## src/sv/vrp_pkg.sv

```systemverilog
// Shared widths, register indexes and the sine table for vertex_rotate_project.
// No dependencies; imported by vrp_rot, vrp_div and the top level.
package vrp_pkg;

  // field widths
  localparam int unsigned CoordW  = 16;
  localparam int unsigned AngW    = 6;
  localparam int unsigned TrigW   = 11;
  localparam int unsigned RotW    = 18;  // rotated coordinate, signed
  localparam int unsigned WorldW  = 19;  // rotated plus offset, signed
  localparam int unsigned CenterW = 12;
  localparam int unsigned FocalW  = 12;
  localparam int unsigned NearW   = 16;
  localparam int unsigned ScrW    = 16;
  localparam int unsigned CfgAddrW = 3;
  localparam int unsigned CfgDataW = 16;

  // perspective divide
  localparam int unsigned MagW = WorldW;          // magnitude of a world coordinate
  localparam int unsigned NumW = MagW + FocalW;   // numerator magnitude
  localparam int unsigned DenW = WorldW - 1;      // positive depth
  localparam int unsigned DivLat = NumW;          // one quotient bit per stage

  // divide by 1000: reciprocal multiply, then one correction step
  localparam int unsigned TrigScale  = 1000;
  localparam int unsigned RecipShift = 28;
  localparam int unsigned RecipW     = 19;
  localparam logic [RecipW-1:0] Recip = RecipW'((64'd1 << RecipShift) / TrigScale);
  localparam int unsigned RotLat = 3;

  // input reg, two rotations, offset stage, multiply stage, divider
  localparam int unsigned PipeLat = 1 + 2 * RotLat + 2 + DivLat;

  // register indexes
  localparam logic [CfgAddrW-1:0] CfgOffsetX = 3'd0;
  localparam logic [CfgAddrW-1:0] CfgOffsetY = 3'd1;
  localparam logic [CfgAddrW-1:0] CfgOffsetZ = 3'd2;
  localparam logic [CfgAddrW-1:0] CfgCenterX = 3'd3;
  localparam logic [CfgAddrW-1:0] CfgCenterY = 3'd4;
  localparam logic [CfgAddrW-1:0] CfgFocal   = 3'd5;
  localparam logic [CfgAddrW-1:0] CfgNear    = 3'd6;

  // side information carried alongside the divider
  typedef struct packed {
    logic neg_x;
    logic neg_y;
    logic vis;
  } div_side_t;

  // full-wave sine scaled by 1000, full turn in 64 steps
  localparam logic signed [TrigW-1:0] SineLut [64] = '{
    11'sd0,    11'sd98,   11'sd195,  11'sd290,  11'sd383,  11'sd471,  11'sd556,  11'sd634,
    11'sd707,  11'sd773,  11'sd831,  11'sd882,  11'sd924,  11'sd957,  11'sd981,  11'sd995,
    11'sd1000, 11'sd995,  11'sd981,  11'sd957,  11'sd924,  11'sd882,  11'sd831,  11'sd773,
    11'sd707,  11'sd634,  11'sd556,  11'sd471,  11'sd383,  11'sd290,  11'sd195,  11'sd98,
    11'sd0,    -11'sd98,  -11'sd195, -11'sd290, -11'sd383, -11'sd471, -11'sd556, -11'sd634,
    -11'sd707, -11'sd773, -11'sd831, -11'sd882, -11'sd924, -11'sd957, -11'sd981, -11'sd995,
    -11'sd1000, -11'sd995, -11'sd981, -11'sd957, -11'sd924, -11'sd882, -11'sd831, -11'sd773,
    -11'sd707, -11'sd634, -11'sd556, -11'sd471, -11'sd383, -11'sd290, -11'sd195, -11'sd98
  };

  function automatic logic signed [TrigW-1:0] sin_at(input logic [AngW-1:0] ang);
    return SineLut[ang];
  endfunction

  function automatic logic signed [TrigW-1:0] cos_at(input logic [AngW-1:0] ang);
    logic [AngW-1:0] idx;
    idx = ang + AngW'(16);
    return SineLut[idx];
  endfunction

endpackage

```

## src/sv/vrp_rot.sv

```systemverilog
// One plane rotation over three stages: p = (a*c + b*s)/1000, q = (b*c - a*s)/1000,
// truncated toward zero. Depends on vrp_pkg.
module vrp_rot (
  input  logic                               clk_i,
  input  logic                               en_i,
  input  logic signed [vrp_pkg::RotW-1:0]    a_i,
  input  logic signed [vrp_pkg::RotW-1:0]    b_i,
  input  logic signed [vrp_pkg::TrigW-1:0]   c_i,
  input  logic signed [vrp_pkg::TrigW-1:0]   s_i,
  output logic signed [vrp_pkg::RotW-1:0]    p_o,
  output logic signed [vrp_pkg::RotW-1:0]    q_o
);
  import vrp_pkg::*;

  localparam int unsigned ProdW = RotW + TrigW;
  localparam int unsigned SumW  = ProdW + 1;
  localparam int unsigned AbsW  = ProdW;
  localparam int unsigned RecW  = AbsW + RecipW;

  logic signed [ProdW-1:0] ac_q, bs_q, bc_q, as_q;
  logic signed [SumW-1:0]  sum_p, sum_q;
  logic [AbsW-1:0]         abs_p, abs_q;
  logic [RecW-1:0]         rec_p_d, rec_q_d, rec_p_q, rec_q_q;
  logic [AbsW-1:0]         mag_p_q, mag_q_q;
  logic                    neg_p_q, neg_q_q;
  logic signed [RotW-1:0]  p_d, q_d, p_q, q_q;

  // exact quotient from the reciprocal estimate, which is low by at most one
  function automatic logic signed [RotW-1:0] fix_div(input logic [RecW-1:0] rec,
                                                    input logic [AbsW-1:0] mag,
                                                    input logic neg);
    logic [RotW-1:0]  q0;
    logic [AbsW:0]    rem;
    logic [RotW-1:0]  qm;
    q0  = rec[RecipShift +: RotW];
    rem = {1'b0, mag} - ((AbsW+1)'(q0) * (AbsW+1)'(TrigScale));
    qm  = (rem >= (AbsW+1)'(TrigScale)) ? q0 + RotW'(1) : q0;
    return neg ? -$signed(qm) : $signed(qm);
  endfunction

  // stage 1: products
  always_ff @(posedge clk_i) begin
    if (en_i) begin
      ac_q <= ProdW'(a_i * c_i);
      bs_q <= ProdW'(b_i * s_i);
      bc_q <= ProdW'(b_i * c_i);
      as_q <= ProdW'(a_i * s_i);
    end
  end

  // stage 2: sums, magnitudes and reciprocal multiply
  always_comb begin
    sum_p   = SumW'(ac_q) + SumW'(bs_q);
    sum_q   = SumW'(bc_q) - SumW'(as_q);
    abs_p   = sum_p[SumW-1] ? AbsW'(-sum_p) : AbsW'(sum_p);
    abs_q   = sum_q[SumW-1] ? AbsW'(-sum_q) : AbsW'(sum_q);
    rec_p_d = RecW'(abs_p) * RecW'(Recip);
    rec_q_d = RecW'(abs_q) * RecW'(Recip);
  end

  always_ff @(posedge clk_i) begin
    if (en_i) begin
      rec_p_q <= rec_p_d;
      rec_q_q <= rec_q_d;
      mag_p_q <= abs_p;
      mag_q_q <= abs_q;
      neg_p_q <= sum_p[SumW-1];
      neg_q_q <= sum_q[SumW-1];
    end
  end

  // stage 3: correction and sign
  assign p_d = fix_div(rec_p_q, mag_p_q, neg_p_q);
  assign q_d = fix_div(rec_q_q, mag_q_q, neg_q_q);

  always_ff @(posedge clk_i) begin
    if (en_i) begin
      p_q <= p_d;
      q_q <= q_d;
    end
  end

  assign p_o = p_q;
  assign q_o = q_q;

endmodule

```

## config.mk

```make
export PLATFORM = sky130hd
export DESIGN_NAME = vrp_rot
export DESIGN_NICKNAME = d
export VERILOG_FILES = /design/src/sv/vrp_pkg.sv /design/src/sv/vrp_rot.sv
export SDC_FILE = /design/constraint.sdc
export NUM_CORES = 2
export LEC_CHECK = 0
export ABC_AREA = 1
export BUFFER_PORTS_ARGS = -buffer_cell sky130_fd_sc_hd__buf_2
export CAP_MARGIN = 15
export CORE_MARGIN = 3
export CORE_UTILIZATION = 61
export CTS_BUF_LIST = sky130_fd_sc_hd__clkbuf_8
export CTS_CLUSTER_DIAMETER = 30
export DETAILED_ROUTE_END_ITERATION = 8
export PLACE_DENSITY_LB_ADDON = 0.1
export SLEW_MARGIN = 10
export SYNTH_ARGS = -nofsm -noshare
export SYNTH_HDL_FRONTEND = slang
export SYNTH_SLANG_ARGS = --single-unit
```

## constraint.sdc

```tcl
create_clock -name clk_i -period 6.95 [get_ports clk_i]
set_input_delay 1.39 -clock clk_i [delete_from_list [all_inputs] [get_ports clk_i]]
set_output_delay 1.39 -clock clk_i [all_outputs]
set_load 0.005 [all_outputs]
```

* Word level (Yosys, flattened, before mapping)
Cells that the tools add are included.
Cells by class: $add $sub $neg 10, multipliers 8, divide/modulo/power cells 0, magnitude comparators 2, equal/unequal tests 0, shift operators 0, mux-type cells 6, bitwise gates (word level) 0, reductions and logical operators 0
Operators with widths (count):
- $mul A18 B11 Y29 | 4
- $mul A29 B19 Y46 const B | 2
- $mux W18 | 4
- $ge A30 B10 Y1 const B | 2
- $sub A29 B28 Y30 | 2
- $mux W29 | 2
- $neg A29 Y29 | 2
- $mul A18 B7 Y25 const B | 2
- $add A18 B1 Y18 const B | 2
- $neg A18 Y18 | 2
- $add A29 B29 Y30 | 1
- $sub A29 B29 Y30 | 1
Word-level totals: register bits after elaboration 304, latch bits 0, bits in writable memories 0, bits in read-only memories 0, input port bits 60, logic and storage cells 38, memories kept 0

* Longest topological paths before layout
depth after elaboration 6, gate-level depth with buffers 45, mapped depth without buffers 45

* Worst setup path after synthesis
Ideal clock, no wire load.
kind register to register, from reg rec_q_q[28], to reg q_q[10], in the netlist q_o[10], data pin, arrival time 7.111 ns, path slack -0.415 ns, cell stages (with the launch flop) 44, cells stage by stage edfxtp_1 > fa_1 > fa_1 > inv_1 > fa_1 > fa_1 > inv_1 > ha_1 > nand2_1 > o21ai_0 > a31oi_1 > o21ai_0 > a21oi_1 > o21ai_0 > a21boi_0 > o21ai_0 > a21oi_1 > nor2_1 > [... 8 more ...] > nand3_1 > nand2_1 > nand2_1 > nand2_1 > inv_2 > nand2_2 > nor2_8 > buf_4 > nand4_1 > nand2_1 > ha_1 > nand3_1 > nor2_2 > nand3_2 > nand2_4 > nand2_1 > xor2_1 > inv_1
On the way: cells in the longest elaborated chain, start to end 6
RTL lines:
- start: declaration | line vrp_rot.sv:23 | logic [RecW-1:0] rec_p_d, rec_q_d, rec_p_q, rec_q_q;
- start signal: assignment | line vrp_rot.sv:64 | rec_q_q <= rec_q_d;
- $mul A18 B7 Y25 | line vrp_rot.sv:36 | rem = {1'b0, mag} - ((AbsW+1)'(q0) * (AbsW+1)'(TrigScale));
- $sub A29 B28 Y30 | line vrp_rot.sv:36
- $ge A30 B10 Y1 | line vrp_rot.sv:37 | qm = (rem >= (AbsW+1)'(TrigScale)) ? q0 + RotW'(1) : q0;
- $mux W18 * | line vrp_rot.sv:37
- $neg A18 Y18 | line vrp_rot.sv:38 | return neg ? -$signed(qm) : $signed(qm);
- $mux W18 * | line vrp_rot.sv:38
- net q_d[10] | line vrp_rot.sv:26 | logic signed [RotW-1:0] p_d, q_d, p_q, q_q;
- end signal: assignment | line vrp_rot.sv:79 | q_q <= q_d;
- end: declaration | line vrp_rot.sv:26
The timed path passes the listed nets; every way through them passes the cells marked *. A chain may end at the register's enable or synchronous reset.

* Worst setup path in the final report
from reg bc_q[0], to reg rec_q_q[39], data pin
On the way: cells in the longest elaborated chain, start to end 4
RTL lines:
- start: declaration | line vrp_rot.sv:20 | logic signed [ProdW-1:0] ac_q, bs_q, bc_q, as_q;
- start signal: assignment | line vrp_rot.sv:46 | bc_q <= ProdW'(b_i * c_i);
- $sub A29 B29 Y30 * | line vrp_rot.sv:54 | sum_q = SumW'(bc_q) - SumW'(as_q);
- $neg A29 Y29 | line vrp_rot.sv:56 | abs_q = sum_q[SumW-1] ? AbsW'(-sum_q) : AbsW'(sum_q);
- $mux W29 * | line vrp_rot.sv:56
- net abs_q[25] | line vrp_rot.sv:22 | logic [AbsW-1:0] abs_p, abs_q;
- $mul A29 B19 Y46 * | line vrp_rot.sv:58 | rec_q_d = RecW'(abs_q) * RecW'(Recip);
- net rec_q_d[39] | line vrp_rot.sv:23
Marked as above.

==> flow_metrics.py <==
metrics = {
    "placement": {
        "dp_cells": 10600,
        "io_buffers": 95,
        "place_ws_ns": -1.09,
        "detailedPlacementHpwl_mm": 156,
        "routabilityCongestion": 0.982,
    },
    "sta": {
        "fmax_mhz": 134,
        "final_critical_path_setup_slack_ns": -0.501,
        "least_margin_pin_slew_ns": 1.04,
        "period_minus_slack_ns": 7.45,
        "timing_max_transition_violations_final": 0,
        "report.final.hold_viol_count": 0,
        "finalSetupViolCount": 65,
        "timing.slew.headroom_pct": 30.4,
        "worst_clock_skew_ns": 0.0615,
        "layout_worst_path_cycle_share_pct": 107,
        "rsz0062_at_grt": "true",
        "timing.hold.ws_ns": 0.854,
    },
    "drt": {
        "dr.max_layer_used": "met5",
        "m1WireLength_mm": 73.2,
        "total_met2_wirelength_after_detailed_routing_mm": 96.4,
        "postRouteAntennaNets": 0,
        "number_of_vias_per_cell": 5.24,
        "routedWlPerCell_um": 17.5,
        "drcViolationCount": 0,
        "drt_iter0_drc": 3431,
        "routed_wirelength_mm": 191,
        "dr.pass1.iters": 6,
        "via_count": 57100,
        "met3RoutedLength_mm": 10.7,
    },
    "floorplan": {
        "die_width_um": 335,
        "ios": 96,
        "cell_rows": 120,
        "initial_utilization_pct": 61.7,
        "coreArea_um2": 107000,
        "die-area_um2": 113000,
        "die_y_um": 335,
    },
    "synthesis": {
        "synth-edff-count": 245,
        "synth_compound_area_share_pct": 5.30,
        "syn_area_per_cell_um2": 8.04,
        "ys_seq_elements": 245,
        "synthTopCellsByArea": "sky130_fd_sc_hd__fa_1, sky130_fd_sc_hd__ha_1, sky130_fd_sc_hd__inv_1",
        "ys_seq_area_share_pct": 11.1,
        "synth_top_area_cell": "sky130_fd_sc_hd__fa_1",
        "yosysWarningCount": 0,
        "synthMuxAreaShare_pct": 0.0151,
        "mappedNetlistArea_um2": 66200,
        "yosysUniqueCellTypes": 52,
        "syn_inst": 8231,
        "postSynth.asyncResetShare_pct": 0,
        "dominantRegCellSynth": "sky130_fd_sc_hd__edfxtp_1",
        "synth_largest_type_area_fraction_pct": 32.6,
        "yosys.area_share.adder_pct": 48.6,
        "net_count_after_synthesis": 10200,
        "xor_xnor_share_of_the_synthesized_area_pct": 4.80,
        "post_synth_and_or_nand_nor_area_fraction_pct": 15.6,
        "synth_top_family_by_area": "adder cells",
    },
    "hold_path": {
        "hp-start": "ac_q[0]",
        "worstHoldPathType": "register to register",
    },
    "critical_path": {
        "max_stage_delay_ns": 0.54,
        "timing.critical_path.from_type": "register",
        "setup.worst_path.start": "bc_q[0]",
        "path_class": "register to register",
        "critPathMaxFanout": 4,
        "setup.worst_path.end_class": "register",
        "timing.critical_path.slowest_stage_cell": "sky130_fd_sc_hd__fa_1",
        "r2r_start": "bc_q[0]",
        "critPathRequiredTime_ns": 7.40,
        "arrival_time_at_the_worst_endpoint_ns": 7.90,
    },
    "cells_and_area": {
        "layout_commonest_cell": "sky130_fd_sc_hd__inv_1",
        "final_core_util_pct": 77.9,
        "fin_nets": 11400,
        "area.sequential_um2": 7360,
        "mostFrequentLayoutCells": "sky130_fd_sc_hd__inv_1, sky130_fd_sc_hd__nand2_1, sky130_fd_sc_hd__buf_4",
        "area.growth.synth_to_final_pct": 26.4,
        "multi_input_area_um2": 54100,
        "post_route_cells_drive_above_1_share_pct": 24.4,
        "final.fill_count": 7527,
        "final_cell_count_without_fillers": 10900,
    },
    "clock_tree": {
        "cts-htree-levels": 2,
        "cts_tree": "yes",
        "cts_hold_repair.buffers": 0,
        "numClockSinks": 245,
        "clk_pin_slew_ns": 0.07,
        "clock-root-buffer": "sky130_fd_sc_hd__clkbuf_8",
        "cts_max_path_buffers": 3,
        "clock_latency_at_the_later_pin_of_the_worst_skew_pair_ns": 0.70,
        "cts_buffers": 54,
    },
    "grt": {
        "first_global_vias": 59200,
        "total_gr_overflow": 0,
        "track_usage_pct": 33.2,
        "antenna_found_initial": 21,
        "grt_max_degree": 80,
        "wire_length_of_the_first_global_routing_pass_mm": 297,
    },
    "outcome": {
        "violations": "negative setup slack",
        "status": "finished, violations left",
    },
    "run": {
        "max_cap_check_violation_count": 0,
    },
}
[path summary, 6_finish.rpt]
check,to,slack (ns),cells after the start
worst min register to register,rec_p_q[0],0.85,2
worst max register to register,rec_q_q[39],-0.50,38
worst min-delay path,rec_p_q[0],0.85,2
worst max-delay path,rec_q_q[39],-0.50,38
[worst max-delay path: cells and delay by family (launching register included)]
kind | cells | cell delay, ns
adder cells (fa/ha/maj) | 8 | 3.15
AND/OR/NAND/NOR | 17 | 2.22
XOR/XNOR | 3 | 0.52
buffers and inverters | 8 | 0.68
flip-flops | 1 | 0.36
AO/OA/AOI/OAI | 2 | 0.28
[state kept, by name, indices dropped and copies added (netlist names), 18 cells and up]
register	cells
ac_q	29
rec_q_q	18
q_o	18
mag_q_q	26
p_o	18
mag_p_q	28
as_q	29
bc_q	29
bs_q	29
rec_p_q	19
[metal layers]
| layer | vias to the layer above | GRT usage (%) |
|---|---|---|
| li1 | 27000 | - |
| met2 | 1841 | 59.4 |
| met5 | - | 0 |
| met1 | 27700 | 40.9 |
| met3 | 552 | 3.48 |
| met4 | 10 | 14.1 |
[Yosys cell counts, types with 3 or more instances]
cell type / instances
sky130_fd_sc_hd__o21bai_1: 18
sky130_fd_sc_hd__o31ai_1: 8
sky130_fd_sc_hd__edfxtp_1: 245
sky130_fd_sc_hd__nor3_2: 5
sky130_fd_sc_hd__nor2_1: 299
sky130_fd_sc_hd__nor4_1: 13
sky130_fd_sc_hd__clkinv_1: 3
sky130_fd_sc_hd__nand3b_1: 14
sky130_fd_sc_hd__nand3_1: 167
sky130_fd_sc_hd__a31oi_1: 16
sky130_fd_sc_hd__xnor2_1: 123
sky130_fd_sc_hd__xor2_1: 240
sky130_fd_sc_hd__nand2_1: 1790
sky130_fd_sc_hd__o21ai_2: 3
sky130_fd_sc_hd__clkbuf_1: 162
sky130_fd_sc_hd__a21boi_0: 15
sky130_fd_sc_hd__o2111ai_1: 5
sky130_fd_sc_hd__o21ai_1: 14
sky130_fd_sc_hd__or2_2: 5
sky130_fd_sc_hd__o211ai_1: 8
sky130_fd_sc_hd__fa_1: 1078
sky130_fd_sc_hd__nand4_1: 101
sky130_fd_sc_hd__o221ai_1: 6
sky130_fd_sc_hd__o21a_1: 17
sky130_fd_sc_hd__a211oi_1: 7
sky130_fd_sc_hd__buf_4: 4
sky130_fd_sc_hd__buf_2: 8
sky130_fd_sc_hd__inv_1: 2358
sky130_fd_sc_hd__inv_2: 19
sky130_fd_sc_hd__o21ai_0: 152
sky130_fd_sc_hd__nor3_1: 39
sky130_fd_sc_hd__nor2_4: 6
sky130_fd_sc_hd__ha_1: 846
sky130_fd_sc_hd__nor2_2: 18
sky130_fd_sc_hd__and2_1: 7
sky130_fd_sc_hd__a21oi_1: 341
sky130_fd_sc_hd__nand2_2: 33
sky130_fd_sc_hd__buf_6: 3
sky130_fd_sc_hd__a21o_1: 15
[kinds of logic (layout without fill, tap and decap cells)]
family,Yosys count,count (layout)
buf+inv,2557,3799
simple gates,2506,2507
fa+ha+maj,1924,1924
compound gates,635,635
xor+xnor,363,363
flops,245,245
mux,1,1
other cells,0,17
[area by class of cell]
type | count | area share, %
multi-input cells | 5430 | 64.6
well taps | 1403 | 2.10
clock inverters | 48 | 0.598
inverters | 2380 | 10.7
diodes | 17 | 0.0508
repair buffers | 1316 | 12.2
clock buffers | 54 | 0.888
repair inverters | 1 | 0.00897
flip-flops and latches | 245 | 8.79
[per-stage QoR]
stage	TNS [ns]	area [um2]
2_1_floorplan	-0.00456	66200
3_3_place_gp	-32.29	75800
6_report	-14.41	83700
5_1_grt	-36.75	83600
4_1_cts	-7.63	80100
3_5_place_dp	-40.22	75800
[repair_timing]
item / CTS / global route
setup endpoints to repair: 71 / 71
cloned: 4 / 1
resized for setup: 498 / 652
pin swaps: 187 / 341
setup buffers: 91 / 96
Power is not shown: default switching activity piles up to over one toggle a cycle in this logic, so the estimate is an artifact.
